File: config.mk
export PLATFORM = sky130hd
export DESIGN_NAME = epoch_seconds_to_calendar_top
export DESIGN_NICKNAME = d
export VERILOG_FILES = /design/src/hdl/es2cal_pkg.sv /design/src/hdl/es2cal_dp.sv /design/src/hdl/es2cal_ctrl.sv /design/src/hdl/epoch_seconds_to_calendar_top.sv
export SDC_FILE = /design/constraint.sdc
export NUM_CORES = 1
export LEC_CHECK = 0
export BUFFER_PORTS_ARGS = -buffer_cell sky130_fd_sc_hd__buf_2
export CAP_MARGIN = 10
export CORE_UTILIZATION = 40
export CTS_BUF_LIST = sky130_fd_sc_hd__clkbuf_8
export CTS_CLUSTER_DIAMETER = 100
export CTS_CLUSTER_SIZE = 10
export DETAILED_ROUTE_END_ITERATION = 10
export PLACE_DENSITY_LB_ADDON = 0.3
export SETUP_SLACK_MARGIN = 0.5
export SLEW_MARGIN = 5
export SYNTH_ARGS = -nofsm -noshare
export SYNTH_HDL_FRONTEND = slang
export SYNTH_SLANG_ARGS = --single-unit
File: constraint.sdc
create_clock -name clock -period 7.4 [get_ports clock]
set_input_delay 1.48 -clock clock [delete_from_list [all_inputs] [get_ports clock]]
set_output_delay 1.48 -clock clock [all_outputs]
set_load 0.01 [all_outputs]
File: src/hdl/es2cal_pkg.sv
`timescale 1ns / 1ps
// ----------------------------------------------------------------------------
// es2cal_pkg
// Shared constants, command/status types and the month length table for the
// epoch seconds to calendar converter.
// ----------------------------------------------------------------------------
package es2cal_pkg;

   localparam int DEF_STAMP_BITS = 32;

   localparam logic [16:0] SECS_PER_DAY  = 17'd86400;
   localparam logic [11:0] SECS_PER_HOUR = 12'd3600;
   localparam logic [5:0]  SECS_PER_MIN  = 6'd60;

   // whole years and whole months in seconds
   localparam int          YEAR_SECS_BITS  = 25;
   localparam logic [24:0] PLAIN_YEAR_SECS = 25'd31536000;
   localparam logic [24:0] LEAP_YEAR_SECS  = 25'd31622400;
   localparam logic [21:0] SECS_28_DAYS    = 22'd2419200;
   localparam logic [21:0] SECS_29_DAYS    = 22'd2505600;
   localparam logic [21:0] SECS_30_DAYS    = 22'd2592000;
   localparam logic [21:0] SECS_31_DAYS    = 22'd2678400;

   // floor(x / d) as (x * recip) >> shift, exact over each operand range
   // day:    (seconds of month >> 7) / 675, 15-bit operand, shift 25
   // hour:   (seconds of day >> 4) / 225, 13-bit operand, shift 21
   // minute: (seconds of hour >> 2) / 15, 10-bit operand, shift 14
   localparam logic [15:0] DAY_RECIP  = 16'd49711;
   localparam logic [13:0] HOUR_RECIP = 14'd9321;
   localparam logic [10:0] MIN_RECIP  = 11'd1093;

   localparam logic [11:0] FIRST_YEAR      = 12'd1970;
   // 1970 mod 4, mod 100, mod 400
   localparam logic [1:0]  FIRST_YEAR_M4   = 2'd2;
   localparam logic [6:0]  FIRST_YEAR_M100 = 7'd70;
   localparam logic [8:0]  FIRST_YEAR_M400 = 9'd370;
   localparam logic [6:0]  LAST_M100       = 7'd99;
   localparam logic [8:0]  LAST_M400       = 9'd399;

   localparam logic [3:0]  MONTH_JAN = 4'd1;
   localparam logic [3:0]  MONTH_FEB = 4'd2;
   localparam logic [3:0]  MONTH_MAR = 4'd3;
   localparam logic [3:0]  MONTH_APR = 4'd4;
   localparam logic [3:0]  MONTH_MAY = 4'd5;
   localparam logic [3:0]  MONTH_JUN = 4'd6;
   localparam logic [3:0]  MONTH_JUL = 4'd7;
   localparam logic [3:0]  MONTH_AUG = 4'd8;
   localparam logic [3:0]  MONTH_SEP = 4'd9;
   localparam logic [3:0]  MONTH_OCT = 4'd10;
   localparam logic [3:0]  MONTH_NOV = 4'd11;
   localparam logic [3:0]  MONTH_DEC = 4'd12;

   typedef struct packed {
      logic start;
      logic year_step;
      logic month_step;
      logic day_quo;
      logic day_rem;
      logic hour_quo;
      logic hour_rem;
      logic min_quo;
      logic min_rem;
      logic load_out;
   } cmd_type;

   typedef struct packed {
      logic year_done;
      logic month_done;
   } status_type;

   function automatic logic [21:0] month_secs(input logic [3:0] month, input logic leap);
      logic [21:0] len;
      unique case (month)
         MONTH_JAN, MONTH_MAR, MONTH_MAY, MONTH_JUL,
         MONTH_AUG, MONTH_OCT, MONTH_DEC: len = SECS_31_DAYS;
         MONTH_APR, MONTH_JUN, MONTH_SEP, MONTH_NOV: len = SECS_30_DAYS;
         MONTH_FEB: len = leap ? SECS_29_DAYS : SECS_28_DAYS;
         default: len = SECS_31_DAYS;
      endcase
      return len;
   endfunction

endpackage

File: src/hdl/es2cal_dp.sv
`timescale 1ns / 1ps
// ----------------------------------------------------------------------------
// es2cal_dp
// Datapath: year and month subtractors on the second count with leap
// tracking, reciprocal multiply splits into day, hour, minute and second,
// and the result register.
// ----------------------------------------------------------------------------
module es2cal_dp #(
   parameter int STAMP_BITS = es2cal_pkg::DEF_STAMP_BITS
) (
   input  logic                   clock,
   input  logic [STAMP_BITS-1:0]  req_epoch_seconds,
   input  es2cal_pkg::cmd_type    cmd,
   output es2cal_pkg::status_type status,
   output logic [11:0]            rsp_year,
   output logic [3:0]             rsp_month,
   output logic [4:0]             rsp_day_of_month,
   output logic [4:0]             rsp_hour,
   output logic [5:0]             rsp_minute,
   output logic [5:0]             rsp_second
);

   localparam int SW = (STAMP_BITS > es2cal_pkg::YEAR_SECS_BITS) ? STAMP_BITS :
                       es2cal_pkg::YEAR_SECS_BITS;

   logic [STAMP_BITS-1:0] secs_ff, secs_in;
   logic [11:0]           year_ff, year_in;
   logic [1:0]            y4_ff, y4_in;
   logic [6:0]            y100_ff, y100_in;
   logic [8:0]            y400_ff, y400_in;
   logic [3:0]            month_ff, month_in;
   logic [4:0]            day_ff, day_in;
   logic [16:0]           sod_ff, sod_in;
   logic [4:0]            hour_ff, hour_in;
   logic [11:0]           soh_ff, soh_in;
   logic [5:0]            minute_ff, minute_in;
   logic [5:0]            second_ff, second_in;

   logic [11:0] out_year_ff;
   logic [3:0]  out_month_ff;
   logic [4:0]  out_day_ff;
   logic [4:0]  out_hour_ff;
   logic [5:0]  out_minute_ff;
   logic [5:0]  out_second_ff;

   logic [SW-1:0] secs_x;
   logic          leap;
   logic [24:0]   ylen;
   logic [21:0]   mlen;
   logic [29:0]   day_prod;
   logic [25:0]   hour_prod;
   logic [19:0]   min_prod;
   logic [21:0]   day_secs;
   logic [16:0]   hour_secs;
   logic [11:0]   min_secs;

   assign secs_x = SW'(secs_ff);

   // gregorian rule from running residues of the year
   assign leap = (y400_ff == '0) || ((y100_ff != '0) && (y4_ff == '0));
   assign ylen = leap ? es2cal_pkg::LEAP_YEAR_SECS : es2cal_pkg::PLAIN_YEAR_SECS;
   assign mlen = es2cal_pkg::month_secs(month_ff, leap);

   assign status.year_done  = (secs_x < SW'(ylen));
   assign status.month_done = (month_ff == es2cal_pkg::MONTH_DEC) ||
                              (secs_x < SW'(mlen));

   // quotients sit in the top bits of the reciprocal products
   assign day_prod  = 30'(secs_x[21:7]) * 30'(es2cal_pkg::DAY_RECIP);
   assign hour_prod = 26'(sod_ff[16:4]) * 26'(es2cal_pkg::HOUR_RECIP);
   assign min_prod  = 20'(soh_ff[11:2]) * 20'(es2cal_pkg::MIN_RECIP);

   assign day_secs  = 22'(day_ff) * 22'(es2cal_pkg::SECS_PER_DAY);
   assign hour_secs = 17'(hour_ff) * 17'(es2cal_pkg::SECS_PER_HOUR);
   assign min_secs  = 12'(minute_ff) * 12'(es2cal_pkg::SECS_PER_MIN);

   always_comb begin
      secs_in   = secs_ff;
      year_in   = year_ff;
      y4_in     = y4_ff;
      y100_in   = y100_ff;
      y400_in   = y400_ff;
      month_in  = month_ff;
      day_in    = day_ff;
      sod_in    = sod_ff;
      hour_in   = hour_ff;
      soh_in    = soh_ff;
      minute_in = minute_ff;
      second_in = second_ff;

      if (cmd.start) begin
         secs_in  = req_epoch_seconds;
         year_in  = es2cal_pkg::FIRST_YEAR;
         y4_in    = es2cal_pkg::FIRST_YEAR_M4;
         y100_in  = es2cal_pkg::FIRST_YEAR_M100;
         y400_in  = es2cal_pkg::FIRST_YEAR_M400;
         month_in = es2cal_pkg::MONTH_JAN;
      end

      if (cmd.year_step) begin
         secs_in = STAMP_BITS'(secs_x - SW'(ylen));
         year_in = year_ff + 12'd1;
         y4_in   = y4_ff + 2'd1;
         y100_in = (y100_ff == es2cal_pkg::LAST_M100) ? '0 : y100_ff + 7'd1;
         y400_in = (y400_ff == es2cal_pkg::LAST_M400) ? '0 : y400_ff + 9'd1;
      end

      if (cmd.month_step) begin
         secs_in  = STAMP_BITS'(secs_x - SW'(mlen));
         month_in = month_ff + 4'd1;
      end

      // less than 31 days of seconds are left once the month is found
      if (cmd.day_quo) begin
         day_in = day_prod[29:25];
      end
      if (cmd.day_rem) begin
         sod_in = 17'(secs_x[21:0] - day_secs);
      end
      if (cmd.hour_quo) begin
         hour_in = hour_prod[25:21];
      end
      if (cmd.hour_rem) begin
         soh_in = 12'(sod_ff - hour_secs);
      end
      if (cmd.min_quo) begin
         minute_in = min_prod[19:14];
      end
      if (cmd.min_rem) begin
         second_in = 6'(soh_ff - min_secs);
      end
   end

   always_ff @(posedge clock) begin
      secs_ff   <= secs_in;
      year_ff   <= year_in;
      y4_ff     <= y4_in;
      y100_ff   <= y100_in;
      y400_ff   <= y400_in;
      month_ff  <= month_in;
      day_ff    <= day_in;
      sod_ff    <= sod_in;
      hour_ff   <= hour_in;
      soh_ff    <= soh_in;
      minute_ff <= minute_in;
      second_ff <= second_in;
      if (cmd.load_out) begin
         out_year_ff   <= year_ff;
         out_month_ff  <= month_ff;
         out_day_ff    <= day_ff + 5'd1;
         out_hour_ff   <= hour_ff;
         out_minute_ff <= minute_ff;
         out_second_ff <= second_ff;
      end
   end

   assign rsp_year         = out_year_ff;
   assign rsp_month        = out_month_ff;
   assign rsp_day_of_month = out_day_ff;
   assign rsp_hour         = out_hour_ff;
   assign rsp_minute       = out_minute_ff;
   assign rsp_second       = out_second_ff;

endmodule

File: src/hdl/es2cal_ctrl.sv
`timescale 1ns / 1ps
// ----------------------------------------------------------------------------
// es2cal_ctrl
// Sequencer: runs the year and month loops and the day, hour and minute
// splits, then hands the result to the output register.
// ----------------------------------------------------------------------------
module es2cal_ctrl (
   input  logic                   clock,
   input  logic                   reset,
   input  logic                   req_valid,
   output logic                   req_stall,
   output logic                   rsp_valid,
   input  logic                   rsp_stall,
   input  es2cal_pkg::status_type status,
   output es2cal_pkg::cmd_type    cmd
);

   typedef enum logic [9:0] {
      ST_IDLE   = 10'b0000000001,
      ST_YEARS  = 10'b0000000010,
      ST_MONTHS = 10'b0000000100,
      ST_DAY_Q  = 10'b0000001000,
      ST_DAY_R  = 10'b0000010000,
      ST_HOUR_Q = 10'b0000100000,
      ST_HOUR_R = 10'b0001000000,
      ST_MIN_Q  = 10'b0010000000,
      ST_MIN_R  = 10'b0100000000,
      ST_FINISH = 10'b1000000000
   } state_type;

   state_type state_ff, state_in;
   logic      rsp_valid_ff, rsp_valid_in;
   logic      out_free;

   assign out_free  = !rsp_valid_ff || !rsp_stall;
   assign req_stall = (state_ff != ST_IDLE);
   assign rsp_valid = rsp_valid_ff;

   always_comb begin
      state_in = state_ff;
      cmd      = '0;

      unique case (state_ff)
         ST_IDLE: begin
            if (req_valid) begin
               cmd.start = 1'b1;
               state_in  = ST_YEARS;
            end
         end
         ST_YEARS: begin
            if (status.year_done) begin
               state_in = ST_MONTHS;
            end else begin
               cmd.year_step = 1'b1;
            end
         end
         ST_MONTHS: begin
            if (status.month_done) begin
               state_in = ST_DAY_Q;
            end else begin
               cmd.month_step = 1'b1;
            end
         end
         ST_DAY_Q: begin
            cmd.day_quo = 1'b1;
            state_in    = ST_DAY_R;
         end
         ST_DAY_R: begin
            cmd.day_rem = 1'b1;
            state_in    = ST_HOUR_Q;
         end
         ST_HOUR_Q: begin
            cmd.hour_quo = 1'b1;
            state_in     = ST_HOUR_R;
         end
         ST_HOUR_R: begin
            cmd.hour_rem = 1'b1;
            state_in     = ST_MIN_Q;
         end
         ST_MIN_Q: begin
            cmd.min_quo = 1'b1;
            state_in    = ST_MIN_R;
         end
         ST_MIN_R: begin
            cmd.min_rem = 1'b1;
            state_in    = ST_FINISH;
         end
         ST_FINISH: begin
            // wait until the previous transaction has left the output register
            if (out_free) begin
               cmd.load_out = 1'b1;
               state_in     = ST_IDLE;
            end
         end
         default: begin
            state_in = ST_IDLE;
         end
      endcase
   end

   assign rsp_valid_in = cmd.load_out | (rsp_valid_ff & rsp_stall);

   always_ff @(posedge clock) begin
      if (reset) begin
         state_ff     <= ST_IDLE;
         rsp_valid_ff <= 1'b0;
      end else begin
         state_ff     <= state_in;
         rsp_valid_ff <= rsp_valid_in;
      end
   end

endmodule

File: src/hdl/epoch_seconds_to_calendar_top.sv
`timescale 1ns / 1ps
// ----------------------------------------------------------------------------
// epoch_seconds_to_calendar_top
// Converts seconds since 1970-01-01 00:00:00 UTC into the Gregorian date and
// the time of day. The req_ channel carries one unsigned stamp per
// transaction; the rsp_ channel returns year, month, day of month, hour,
// minute and second. A transaction moves on a rising edge with valid high and
// stall low. Only the low STAMP_BITS bits of the stamp are used; the year
// field wraps modulo 4096.
// One transaction is processed at a time: req_stall is high from acceptance
// until the result is written to the output register, and the next stamp is
// taken only once the sequencer is back in idle. The year and month loops
// take one year or month of seconds off per cycle; the states DAY_Q, DAY_R,
// HOUR_Q, HOUR_R, MIN_Q and MIN_R then split the rest into days, hours,
// minutes and seconds by reciprocal multiplication.
// A finished result waits in the output register while rsp_stall is high;
// the next stamp is accepted and worked on meanwhile and holds at its end
// until the register is free.
// Reset is synchronous: it returns the sequencer to idle and drops
// rsp_valid. The datapath and output registers are not reset.
// ----------------------------------------------------------------------------
module epoch_seconds_to_calendar_top #(
   parameter int STAMP_BITS = es2cal_pkg::DEF_STAMP_BITS
) (
   input  logic                  clock,
   input  logic                  reset,
   input  logic                  req_valid,
   output logic                  req_stall,
   input  logic [STAMP_BITS-1:0] req_epoch_seconds,
   output logic                  rsp_valid,
   input  logic                  rsp_stall,
   output logic [11:0]           rsp_year,
   output logic [3:0]            rsp_month,
   output logic [4:0]            rsp_day_of_month,
   output logic [4:0]            rsp_hour,
   output logic [5:0]            rsp_minute,
   output logic [5:0]            rsp_second
);

   es2cal_pkg::cmd_type    cmd;
   es2cal_pkg::status_type status;

   es2cal_ctrl u_ctrl (
      .clock     (clock),
      .reset     (reset),
      .req_valid (req_valid),
      .req_stall (req_stall),
      .rsp_valid (rsp_valid),
      .rsp_stall (rsp_stall),
      .status    (status),
      .cmd       (cmd)
   );

   es2cal_dp #(
      .STAMP_BITS (STAMP_BITS)
   ) u_dp (
      .clock             (clock),
      .req_epoch_seconds (req_epoch_seconds),
      .cmd               (cmd),
      .status            (status),
      .rsp_year          (rsp_year),
      .rsp_month         (rsp_month),
      .rsp_day_of_month  (rsp_day_of_month),
      .rsp_hour          (rsp_hour),
      .rsp_minute        (rsp_minute),
      .rsp_second        (rsp_second)
   );

endmodule

### After elaboration in Yosys (flattened, before gate mapping)

Cells that the tools add are included.
Widths: inputs -> output; s select.

* bitwise gates (word level): 2
* equal/unequal tests: 23
* reductions and logical operators: 14
* add/sub/neg operators: 11
* multiply operators: 6
* muxes and demuxes: 37
* order comparisons: 2

Operator list (count)
* $pmux 10 s10: 1
* $mux 32: 3
* $pmux 22 s2: 1
* $mux 10: 4
* $mux 18: 2
* $lt 32x22->1: 1
* $lt 32x25->1: 1
* $sub 32x22->32: 1
* $sub 32x25->32: 1
* $mul 15x16->30 const B: 1
* $mux 9: 3
* $mul 13x14->26 const B: 1
* $mux 12: 2
* $mux 7: 3
* $mul 10x11->20 const B: 1
* $sub 17x17->17: 1
* $mux 1: 14
* $add 12x1->12 const B: 1
* $eq 4x4->1 const B: 3
* $sub 12x12->12: 1
* $eq 10x1->1 const B: 1
* $eq 10x10->1 const B: 1
* $eq 10x2->1 const B: 1
* $eq 10x3->1 const B: 1
* 36 further kinds: 45

* logic and storage cells: 115
* flip-flop bits (word level): 166

### Depth between registers and ports, before layout

Gate-level depths: netlist (run 1).

* word-level depth: 10
* depth in mapped cells: 20

### Cells and area by module

Synthesis (run 1) repeated with hierarchy kept, for this count alone.

* cells, all modules: 1546
* area, all modules: 16336.9 µm²

By module, submodules not included
* es2cal_dp: cells an instance 1467, area each 15691.3 µm², seq. area each 4654.5 µm², instances 1
* es2cal_ctrl: cells an instance 79, area each 645.6 µm², seq. area each 220.2 µm², instances 1

### Least setup slack after synthesis (run 1)

No wires, ideal clock.

* kind: register to register
* start: register u_dp.secs_ff[19]
* end: register u_dp.day_ff[4] (data pin)
* data arrival time: 5.214 ns
* required time: 7.134 ns
* stages on the path, launching flop included: 19
* slack: 1.920 ns
* clock period less this slack: 5.480 ns
* path buffers: 0
* path through: edfxtp_1 fa_1 inv_1 fa_1 inv_1 fa_1 inv_1 fa_1 inv_1 fa_1 fa_1 ha_1 and4_1 a21oi_1 a21oi_1 o31ai_1 a21boi_0 o41ai_1 xnor2_1

* longest elaborated chain between the ends: 1

Ends and longest elaborated chain
* start, declared: line es2cal_dp.sv:26 `logic [STAMP_BITS-1:0] secs_ff, secs_in;`
* start signal, assigned: line es2cal_dp.sv:135 `secs_ff <= secs_in;`
* $mul 15x16->30: line es2cal_dp.sv:69 `assign day_prod = 30'(secs_x[21:7]) * 30'(es2cal_pkg::DAY_RECIP);`
* via u_dp.day_prod[29]: line es2cal_dp.sv:50 `logic [29:0] day_prod;`
* end signal, assigned: line es2cal_dp.sv:141 `day_ff <= day_in;`
* end, declared: line es2cal_dp.sv:32 `logic [4:0] day_ff, day_in;`

The timed path passes the listed nets, and every way through them passes these cells.
A chain may end at the register's enable or synchronous reset.

### Final worst setup path (run 1)

* start: register u_dp.secs_ff[14]
* end: register u_dp.day_ff[4] (data pin)

Same word-level chain as after synthesis.

==> report_table.html, run 1 <==
<table>
<tr><th>Metric</th><th>Value</th></tr>
<tr><th colspan="2">STA</th></tr>
<tr><td>Worst clock skew</td><td>about 15 ps</td></tr>
<tr><td>Worst Tran Pin Value</td><td>roughly 1000 ps</td></tr>
<tr><td>Crit share post-route</td><td>around 79%</td></tr>
<tr><td>Period minus WS final</td><td>between 5000 and 6000 ps</td></tr>
<tr><td>Setup TNS Final</td><td>0 ps</td></tr>
<tr><td>Relative slew margins</td><td>32.8%</td></tr>
<tr><td>Final Hold Viols</td><td>0</td></tr>
<tr><td>Upper clock frequency limit</td><td>about 170 MHz</td></tr>
<tr><td>Final Slew Violations</td><td>0</td></tr>
<tr><td>RSZ-0062 raised after global routing</td><td>no</td></tr>
<tr><td>Final hold slack</td><td>412 ps</td></tr>
<tr><td>Final count of negative-setup-slack endpoints</td><td>0</td></tr>
<tr><th colspan="2">Placed design</th></tr>
<tr><td>Final Wtd Congestion</td><td>0.856</td></tr>
<tr><td>Sum of net half-perimeters after detailed placement</td><td>28.2 mm</td></tr>
<tr><td>Port bufs</td><td>75</td></tr>
<tr><td>Cells after DPL</td><td>2,097</td></tr>
<tr><th colspan="2">Layout</th></tr>
<tr><td>Core utilization of the finished layout</td><td>roughly 44%</td></tr>
<tr><td>Fillcell total</td><td>between 3,000 and 4,000</td></tr>
<tr><td>Final cell count without fillers</td><td>2,131</td></tr>
<tr><td>Area grow syn2layout</td><td>8.60%</td></tr>
<tr><td>Share of post-route cells with drive strength above 1</td><td>a little over 8%</td></tr>
<tr><td>Number of nets in the layout</td><td>2,063</td></tr>
<tr><th colspan="2">Floorplan</th></tr>
<tr><td>Area inside the core boundary</td><td>between 30,000 and 40,000 um2</td></tr>
<tr><td>Site row count</td><td>72</td></tr>
<tr><td>Initial core utilization</td><td>around 40%</td></tr>
<tr><td>Top Ports</td><td>76</td></tr>
<tr><td>Die width</td><td>between 200 and 250 um</td></tr>
<tr><td>Area of the die</td><td>40,800 um2</td></tr>
<tr><td>Die Y-Extent</td><td>202 um</td></tr>
<tr><th colspan="2">Detailed routing</th></tr>
<tr><td>Routed vias</td><td>approximately 11,000</td></tr>
<tr><td>Routed via count divided by cell count</td><td>about 5.2</td></tr>
<tr><td>Drt first-iter violations</td><td>around 630</td></tr>
<tr><td>DRT antenna net count</td><td>0</td></tr>
<tr><td>DRC violation count after routing</td><td>0</td></tr>
<tr><td>Iteration count of the initial detailed-routing pass</td><td>5</td></tr>
<tr><td>Drt total wl</td><td>about 35 mm</td></tr>
<tr><td>Final routed wire length divided by cell count</td><td>16.3 um</td></tr>
<tr><th colspan="2">Worst setup path</th></tr>
<tr><td>Chain of cells forming the critical path</td><td>fa_1 &gt; ha_1 &gt; fa_1 &gt; inv_1 &gt; fa_1 &gt; fa_1 &gt; inv_1 &gt; ha_1 &gt; ha_1 &gt; a21o_1 &gt; a211o_1 &gt; a21oi_1 &gt; nor4_1 &gt; o31ai_1 &gt; a21boi_0 &gt; o41ai_1 &gt; xnor2_1</td></tr>
<tr><td>Crit-path max cell delay</td><td>approximately 820 ps</td></tr>
<tr><td>Critical Path AT</td><td>6090 ps</td></tr>
<tr><td>Category of the most critical setup path</td><td>flip-flop to flip-flop</td></tr>
<tr><td>Setup crit start kind</td><td>flip-flop</td></tr>
<tr><td>Required time of the critical path</td><td>7620 ps</td></tr>
<tr><td>Critical Path Most Common Cell</td><td>sky130_fd_sc_hd__fa_1</td></tr>
<tr><td>Slowest cell on the critical path</td><td>sky130_fd_sc_hd__edfxtp_1</td></tr>
<tr><td>Worst setup EP type</td><td>flip-flop</td></tr>
<tr><td>Max Fanout on Critical Path</td><td>14</td></tr>
<tr><th colspan="2">Synth</th></tr>
<tr><td>Number of enable-type register cells in the synthesized netlist</td><td>155</td></tr>
<tr><td>Leading register cell type out of synthesis</td><td>sky130_fd_sc_hd__edfxtp_1</td></tr>
<tr><td>Mapped Avg Cell Area</td><td>between 10 and 15 um2</td></tr>
<tr><td>Post-Synthesis Net Count</td><td>slightly below 2,000</td></tr>
<tr><td>#FFs+latches synth</td><td>about 170</td></tr>
<tr><td>Seq/Total Area, Yosys</td><td>a little under a third</td></tr>
<tr><td>Gate Count Post-Synth</td><td>approximately 1,500</td></tr>
<tr><td>Area of the mapped netlist</td><td>between 15,000 and 20,000 um2</td></tr>
<tr><td>Post-synth cell types</td><td>72</td></tr>
<tr><td>Post-synth ARST share</td><td>0%</td></tr>
<tr><td>Synth Warn #</td><td>0</td></tr>
<tr><th colspan="2">Global routing</th></tr>
<tr><td>Maximum number of pins on one net before global-route repair</td><td>45</td></tr>
<tr><td>First-pass GRT wire length</td><td>57.6 mm</td></tr>
<tr><td>Vias in the first global route</td><td>between 10,000 and 15,000</td></tr>
<tr><td>Number of antenna violations at the first check in global routing</td><td>2</td></tr>
<tr><td>Aggregate global routing overflow</td><td>0</td></tr>
<tr><td>Overall routing resource usage</td><td>around 18%</td></tr>
<tr><th colspan="2">Power and ir drop</th></tr>
<tr><td>Power Dens Cells</td><td>229 nW/um2</td></tr>
<tr><td>Leakage</td><td>~8 nW</td></tr>
<tr><td>Worst ir drop on vdd</td><td>about 0.26 mV</td></tr>
<tr><td>Power Total</td><td>between 3 and 4 mW</td></tr>
<tr><th colspan="2">CTS</th></tr>
<tr><td>TritonCTS clock tree</td><td>yes</td></tr>
<tr><td>Clock root buffer</td><td>sky130_fd_sc_hd__clkbuf_8</td></tr>
<tr><td>Number of gates resized after CTS</td><td>0</td></tr>
<tr><td>Source-to-sink clock delay at the later pin of the worst-skew pair</td><td>470 ps</td></tr>
<tr><td>Maximum clock insertion buffer count</td><td>2</td></tr>
<tr><td>Register clock-pin slew on the reported worst setup and hold paths</td><td>around 100 ps</td></tr>
<tr><td>Number of clock sinks</td><td>~170</td></tr>
<tr><td>Level count of the clock H-tree</td><td>4</td></tr>
<tr><td>Post-CTS Setup Bufs</td><td>0</td></tr>
<tr><td>Number of buffers inserted during clock tree synthesis</td><td>17</td></tr>
<tr><td>Number of hold buffers added after CTS</td><td>0</td></tr>
<tr><th colspan="2">Status</th></tr>
<tr><td>Status</td><td>finished clean</td></tr>
<tr><th colspan="2">Hold path</th></tr>
<tr><td>Hold crit path type</td><td>flip-flop to flip-flop</td></tr>
<tr><th colspan="2">Run</th></tr>
<tr><td>Max Cap Viol</td><td>0</td></tr>
</table>
==> cell families after synthesis <==
group                    Yosys count  share of synthesized area [%]
buffers and inverters            272                           6.45
adder cells (fa/ha/maj)          429                           38.2
AO/OA/AOI/OAI                    253                           10.2
XOR/XNOR                          93                           5.09
multiplexers                       1                         0.0625
AND/OR/NAND/NOR                  304                           9.58
flip-flops                       166                           30.4
==> power breakdown <==
group / total, mW / switching, mW / internal [mW]
Sequential: 1.16 / 0.0753 / 1.09
Combinational: 2.23 / 1.22 / 1.00
Clock: 0.598 / 0.364 / 0.234
Total: 3.99 / 1.66 / 2.32
==> layer usage <==
metal / vias up / wire length [um] / global-route usage, %
li1: 5460 / - / -
met1: 5367 / 16400 / 23.9
met2: 185 / 16600 / 29.8
met3: 33 / 1260 / 2.79
met4: 0 / 541 / 4.09
met5: - / 0 / 0
==> layout make-up <==
class	count	area (um2)	area share, %
Multi-Input combinational cell	1080	10100	58.4
Antenna cell	2	5.00	0.0288
Tap cell	518	648	3.73
Clock buffer	17	234	1.35
Inverter	250	938	5.40
Timing Repair Buffer	83	435	2.50
Clock inverter	15	105	0.604
Sequential cell	166	4870	28.0
==> cells in the mapped netlist, types with 13 or more instances <==
| cell | instances | share of area, % |
|---|---|---|
| sky130_fd_sc_hd__nor2_1 | 68 | 1.6 |
| sky130_fd_sc_hd__o21ai_0 | 46 | 1.4 |
| sky130_fd_sc_hd__nor3_1 | 18 | 0.56 |
| sky130_fd_sc_hd__edfxtp_1 | 155 | 29 |
| sky130_fd_sc_hd__fa_1 | 99 | 12 |
| sky130_fd_sc_hd__nand2_1 | 79 | 1.9 |
| sky130_fd_sc_hd__a21oi_1 | 79 | 2.5 |
| sky130_fd_sc_hd__o211ai_1 | 13 | 0.61 |
| sky130_fd_sc_hd__inv_1 | 250 | 5.9 |
| sky130_fd_sc_hd__a21o_1 | 27 | 1.3 |
| sky130_fd_sc_hd__xnor2_1 | 62 | 3.4 |
| sky130_fd_sc_hd__ha_1 | 330 | 26 |
| sky130_fd_sc_hd__and3_1 | 30 | 1.2 |
| sky130_fd_sc_hd__nand3_1 | 26 | 0.81 |
| sky130_fd_sc_hd__xor2_1 | 31 | 1.7 |
==> final timing paths <==
check / cells after the start / slack [ps] / from / endpoint
setup / recovery: 17 / 1530 / u_dp.secs_ff[14] / u_dp.day_ff[4]
hold / removal: 0 / 410 / u_dp.secs_ff[5] / u_dp.sod_ff[5]
setup reg to reg: 17 / 1530 / u_dp.secs_ff[14] / u_dp.day_ff[4]
hold reg to reg: 0 / 410 / u_dp.secs_ff[5] / u_dp.sod_ff[5]
==> layout by cell type, fill, tap and decap left out, drive strengths merged, types with 13 or more instances in the layout <==
cell type  Yosys  layout
edfxtp       155     155
buf           11      83
clkbuf        11      17
xor2          31      31
a21o          27      27
and3          30      30
o211ai        13      13
nand3         26      26
nor3          19      19
xnor2         62      62
a21oi         79      79
o21ai         47      47
nand2         80      80
ha           330     330
fa            99      99
nor2          69      69
inv          250     256
==> state kept, by name, indices dropped and copies added (netlist names), 7 cells and up <==
name	flops
u_ctrl.state_ff	10
u_dp.y400_ff	9
u_dp.rsp_year	12
u_dp.sod_ff	17
u_dp.soh_ff	12
u_dp.secs_ff	32
u_dp.year_ff	12
u_dp.y100_ff	7
==> worst max-delay path: cells and delay by family, from the launching register on <==
kind | cells | cell delay (ps)
simple gates | 1 | 100
fa+ha+maj | 7 | 2980
compound gates | 6 | 1500
xor+xnor | 1 | 110
buf+inv | 2 | 100
flops | 1 | 820
==> per-stage QoR <==
step	area, um2	setup WS (ps)
after floorplan	16000	1920
after global placement	17000	1650
after detailed placement	17000	1510
after CTS	17400	1470
after global routing	17400	1120
final	17400	1530
No activity file was read; power rests on OpenSTA's default activity.
==> run 2, diff against run 1 <==
==> constraint.sdc (replaced) <==
create_clock -name clock -period 4.9 [get_ports clock]
set_input_delay 0.98 -clock clock [delete_from_list [all_inputs] [get_ports clock]]
set_output_delay 0.98 -clock clock [all_outputs]
set_load 0.01 [all_outputs]
==> run 2 against run 1 <==
- the flow now finishes with violations (setup timing)
- first-iteration DRC count shrank 1.8%
- flip-flop and latch count did not move
- clock skew up 1.2 ps
- sequential share of layout area shrank 1.6 points
- clock-buffer cell count unchanged
- critical path type unchanged
- highest routed layer unchanged
==> report_table.html, run 2 (synthesized netlist as in run 1, its figures left out) <==
<table>
<tr><th>Metric</th><th>Value</th></tr>
<tr><th colspan="2">Status</th></tr>
<tr><td>Status</td><td>finished with violations</td></tr>
<tr><td>Violated checks</td><td>setup timing</td></tr>
<tr><th colspan="2">Global routing</th></tr>
<tr><td>Vias in the first global route</td><td>around 12,000</td></tr>
<tr><td>Aggregate global routing overflow</td><td>0</td></tr>
<tr><td>Overall routing resource usage</td><td>18.2%</td></tr>
<tr><td>Number of antenna violations at the first check in global routing</td><td>2</td></tr>
<tr><td>First-pass GRT wire length</td><td>a little under 60 mm</td></tr>
<tr><td>Maximum number of pins on one net before global-route repair</td><td>31</td></tr>
<tr><th colspan="2">CTS</th></tr>
<tr><td>Number of clock sinks</td><td>roughly 170</td></tr>
<tr><td>TritonCTS clock tree</td><td>yes</td></tr>
<tr><td>Maximum clock insertion buffer count</td><td>2</td></tr>
<tr><td>Register clock-pin slew on the reported worst setup and hold paths</td><td>around 100 ps</td></tr>
<tr><td>Level count of the clock H-tree</td><td>4</td></tr>
<tr><td>Number of hold buffers added after CTS</td><td>0</td></tr>
<tr><td>Source-to-sink clock delay at the later pin of the worst-skew pair</td><td>480 ps</td></tr>
<tr><td>Clock root buffer</td><td>sky130_fd_sc_hd__clkbuf_8</td></tr>
<tr><td>Number of buffers inserted during clock tree synthesis</td><td>17</td></tr>
<tr><th colspan="2">Detailed routing</th></tr>
<tr><td>Final routed wire length divided by cell count</td><td>16.2 um</td></tr>
<tr><td>DRC violation count after routing</td><td>0</td></tr>
<tr><td>Routed vias</td><td>~11,000</td></tr>
<tr><td>Drt total wl</td><td>36.2 mm</td></tr>
<tr><td>Routed via count divided by cell count</td><td>between 5 and 6</td></tr>
<tr><td>DRT antenna net count</td><td>0</td></tr>
<tr><td>Iteration count of the initial detailed-routing pass</td><td>5</td></tr>
<tr><td>Drt first-iter violations</td><td>a little over 600</td></tr>
<tr><th colspan="2">Layout</th></tr>
<tr><td>Share of post-route cells with drive strength above 1</td><td>around 16%</td></tr>
<tr><td>Flip-flop count of the largest register, all copies and words added</td><td>32</td></tr>
<tr><td>Most frequent cells in the layout</td><td>317 x sky130_fd_sc_hd__ha_1, 245 x sky130_fd_sc_hd__inv_1, 155 x sky130_fd_sc_hd__edfxtp_1, 99 x sky130_fd_sc_hd__buf_4, 95 x sky130_fd_sc_hd__fa_1</td></tr>
<tr><td>Largest reg by FF count</td><td>u_dp.secs_ff</td></tr>
<tr><td>Fillcell total</td><td>between 3,000 and 4,000</td></tr>
<tr><td>Most common cell after layout, fill and taps aside</td><td>sky130_fd_sc_hd__ha_1</td></tr>
<tr><td>Number of nets in the layout</td><td>between 2,000 and 2,500</td></tr>
<tr><td>Area grow syn2layout</td><td>15.1%</td></tr>
<tr><td>Regs by FF count</td><td>u_dp.secs_ff (32), u_dp.sod_ff (17)</td></tr>
<tr><th colspan="2">Worst setup path</th></tr>
<tr><td>Worst setup EP type</td><td>flip-flop</td></tr>
<tr><td>Required time of the critical path</td><td>between 5000 and 6000 ps</td></tr>
<tr><td>Slowest cell on the critical path</td><td>sky130_fd_sc_hd__fa_1</td></tr>
<tr><td>Setup crit start kind</td><td>flip-flop</td></tr>
<tr><td>Crit-path max cell delay</td><td>540 ps</td></tr>
<tr><td>Critical Path AT</td><td>5440 ps</td></tr>
<tr><td>Family of cells with the greatest summed delay on the critical path</td><td>adder cells</td></tr>
<tr><td>Category of the most critical setup path</td><td>flip-flop to flip-flop</td></tr>
<tr><td>Max Fanout on Critical Path</td><td>5</td></tr>
<tr><td>Combined buffer and inverter count along the critical path</td><td>4</td></tr>
<tr><td>Chain of cells forming the critical path</td><td>fa_1 &gt; inv_2 &gt; fa_1 &gt; inv_1 &gt; fa_1 &gt; inv_2 &gt; fa_2 &gt; inv_2 &gt; fa_2 &gt; fa_1 &gt; ha_1 &gt; a21oi_1 &gt; nor2b_1 &gt; o21ai_1 &gt; a21oi_1 &gt; o31ai_2 &gt; a21boi_2 &gt; o41ai_2 &gt; xnor2_1</td></tr>
<tr><td>Critical Path Most Common Cell</td><td>sky130_fd_sc_hd__fa_1</td></tr>
<tr><th colspan="2">STA</th></tr>
<tr><td>Worst Tran Pin Value</td><td>about 1000 ps</td></tr>
<tr><td>Relative slew margins</td><td>32.4%</td></tr>
<tr><td>Upper clock frequency limit</td><td>191 MHz</td></tr>
<tr><td>RSZ-0062 raised after global routing</td><td>yes</td></tr>
<tr><td>Final Slew Violations</td><td>0</td></tr>
<tr><td>Final count of negative-setup-slack endpoints</td><td>4</td></tr>
<tr><td>Crit share post-route</td><td>107%</td></tr>
<tr><td>Final setup margin</td><td>-323 ps</td></tr>
<tr><td>Worst clock skew</td><td>16.3 ps</td></tr>
<tr><td>Period minus WS final</td><td>roughly 5200 ps</td></tr>
<tr><td>Final Hold Viols</td><td>0</td></tr>
<tr><td>Final hold slack</td><td>approximately 420 ps</td></tr>
<tr><th colspan="2">Placed design</th></tr>
<tr><td>Post-place setup slack</td><td>-553 ps</td></tr>
<tr><td>Sum of net half-perimeters after detailed placement</td><td>between 20 and 30 mm</td></tr>
<tr><td>Port bufs</td><td>75</td></tr>
<tr><td>Final Wtd Congestion</td><td>0.865</td></tr>
<tr><th colspan="2">Floorplan</th></tr>
<tr><td>Top Ports</td><td>76</td></tr>
<tr><td>Initial core utilization</td><td>41.0%</td></tr>
<tr><td>Area of the die</td><td>between 40,000 and 50,000 um2</td></tr>
<tr><td>Die Y-Extent</td><td>between 200 and 250 um</td></tr>
<tr><td>Die width</td><td>slightly above 200 um</td></tr>
<tr><td>Site row count</td><td>72</td></tr>
<tr><td>Area inside the core boundary</td><td>a little under 40,000 um2</td></tr>
<tr><th colspan="2">Power and ir drop</th></tr>
<tr><td>Worst ir drop on vdd</td><td>0.375 mV</td></tr>
<tr><td>Leakage</td><td>slightly below 9 nW</td></tr>
<tr><td>Power Dens Cells</td><td>between 300 and 400 nW/um2</td></tr>
<tr><th colspan="2">Run</th></tr>
<tr><td>Max Cap Viol</td><td>0</td></tr>
<tr><th colspan="2">Hold path</th></tr>
<tr><td>Hold crit path type</td><td>flip-flop to flip-flop</td></tr>
</table>
## run 2: final timing paths
path	startpoint	to	slack (ps)	cells past startpoint
max	u_dp.secs_ff[21]	u_dp.day_ff[4]	-320	19
min	u_dp.secs_ff[6]	u_dp.sod_ff[6]	420	0
max reg2reg	u_dp.secs_ff[21]	u_dp.day_ff[4]	-320	19
min reg2reg	u_dp.secs_ff[6]	u_dp.sod_ff[6]	420	0
## run 2: layout make-up
type	instances	area, um2	area share, %
multi-input cells	1081	10500	56.7
flip-flops and latches	166	4870	26.4
repair buffers	177	1150	6.25
inverters	250	938	5.09
well taps	518	648	3.52
clock buffers	17	234	1.27
clock inverters	14	129	0.699
diodes	2	5.00	0.0272
## run 2: timing repair
| action | in CTS | in global routing |
|---|---|---|
| gates cloned | 0 | 1 |
| resized for setup | 8 | 47 |
| setup endpoints to repair | 10 | 109 |
| setup buffers | 12 | 12 |
| pin swaps | 19 | 30 |
## run 2: through the flow
step,util (%),area (um2),TNS (ps),cells,total power [mW]
after global routing,47.1,18400,-1990,2223,6.97
after floorplan,-,16000,-878,1518,4.33
after detailed placement,45.0,17600,-1800,2167,5.28
after CTS,46.2,18100,-1360,2210,6.29
after global placement,45.0,17600,-1420,2167,5.15
final,47.1,18400,-1080,2225,6.30
## run 2: report_power, final
part | internal, mW | total [mW] | switching [mW]
Combinational | 1.66 | 3.64 | 1.98
Sequential | 1.64 | 1.71 | 0.0657
Clock | 0.404 | 0.956 | 0.552
Total | 3.70 | 6.30 | 2.60
## run 2: per-layer routing
metal | wire, um | up-vias | GRT usage [%] | share of wire (%)
li1 | - | 5653 | - | -
met3 | 1180 | 27 | 2.63 | 3.3
met5 | 0 | - | 0 | 0
met4 | 566 | 0 | 4.73 | 1.6
met2 | 17500 | 192 | 30.7 | 48
met1 | 16900 | 5569 | 24.4 | 47
## run 2: worst reg2reg max path, cell delays in order, from the launching register on
cell                       delay (ps)
sky130_fd_sc_hd__edfxtp_1         520
sky130_fd_sc_hd__fa_1             540
sky130_fd_sc_hd__inv_2             50
sky130_fd_sc_hd__fa_1             480
sky130_fd_sc_hd__inv_1             50
sky130_fd_sc_hd__fa_1             490
sky130_fd_sc_hd__inv_2             40
sky130_fd_sc_hd__fa_2             520
sky130_fd_sc_hd__inv_2             40
sky130_fd_sc_hd__fa_2             330
sky130_fd_sc_hd__fa_1             460
sky130_fd_sc_hd__ha_1             300
sky130_fd_sc_hd__a21oi_1          130
sky130_fd_sc_hd__nor2b_1           60
sky130_fd_sc_hd__o21ai_1          130
sky130_fd_sc_hd__a21oi_1          110
sky130_fd_sc_hd__o31ai_2          250
sky130_fd_sc_hd__a21boi_2         120
sky130_fd_sc_hd__o41ai_2          250
sky130_fd_sc_hd__xnor2_1          110
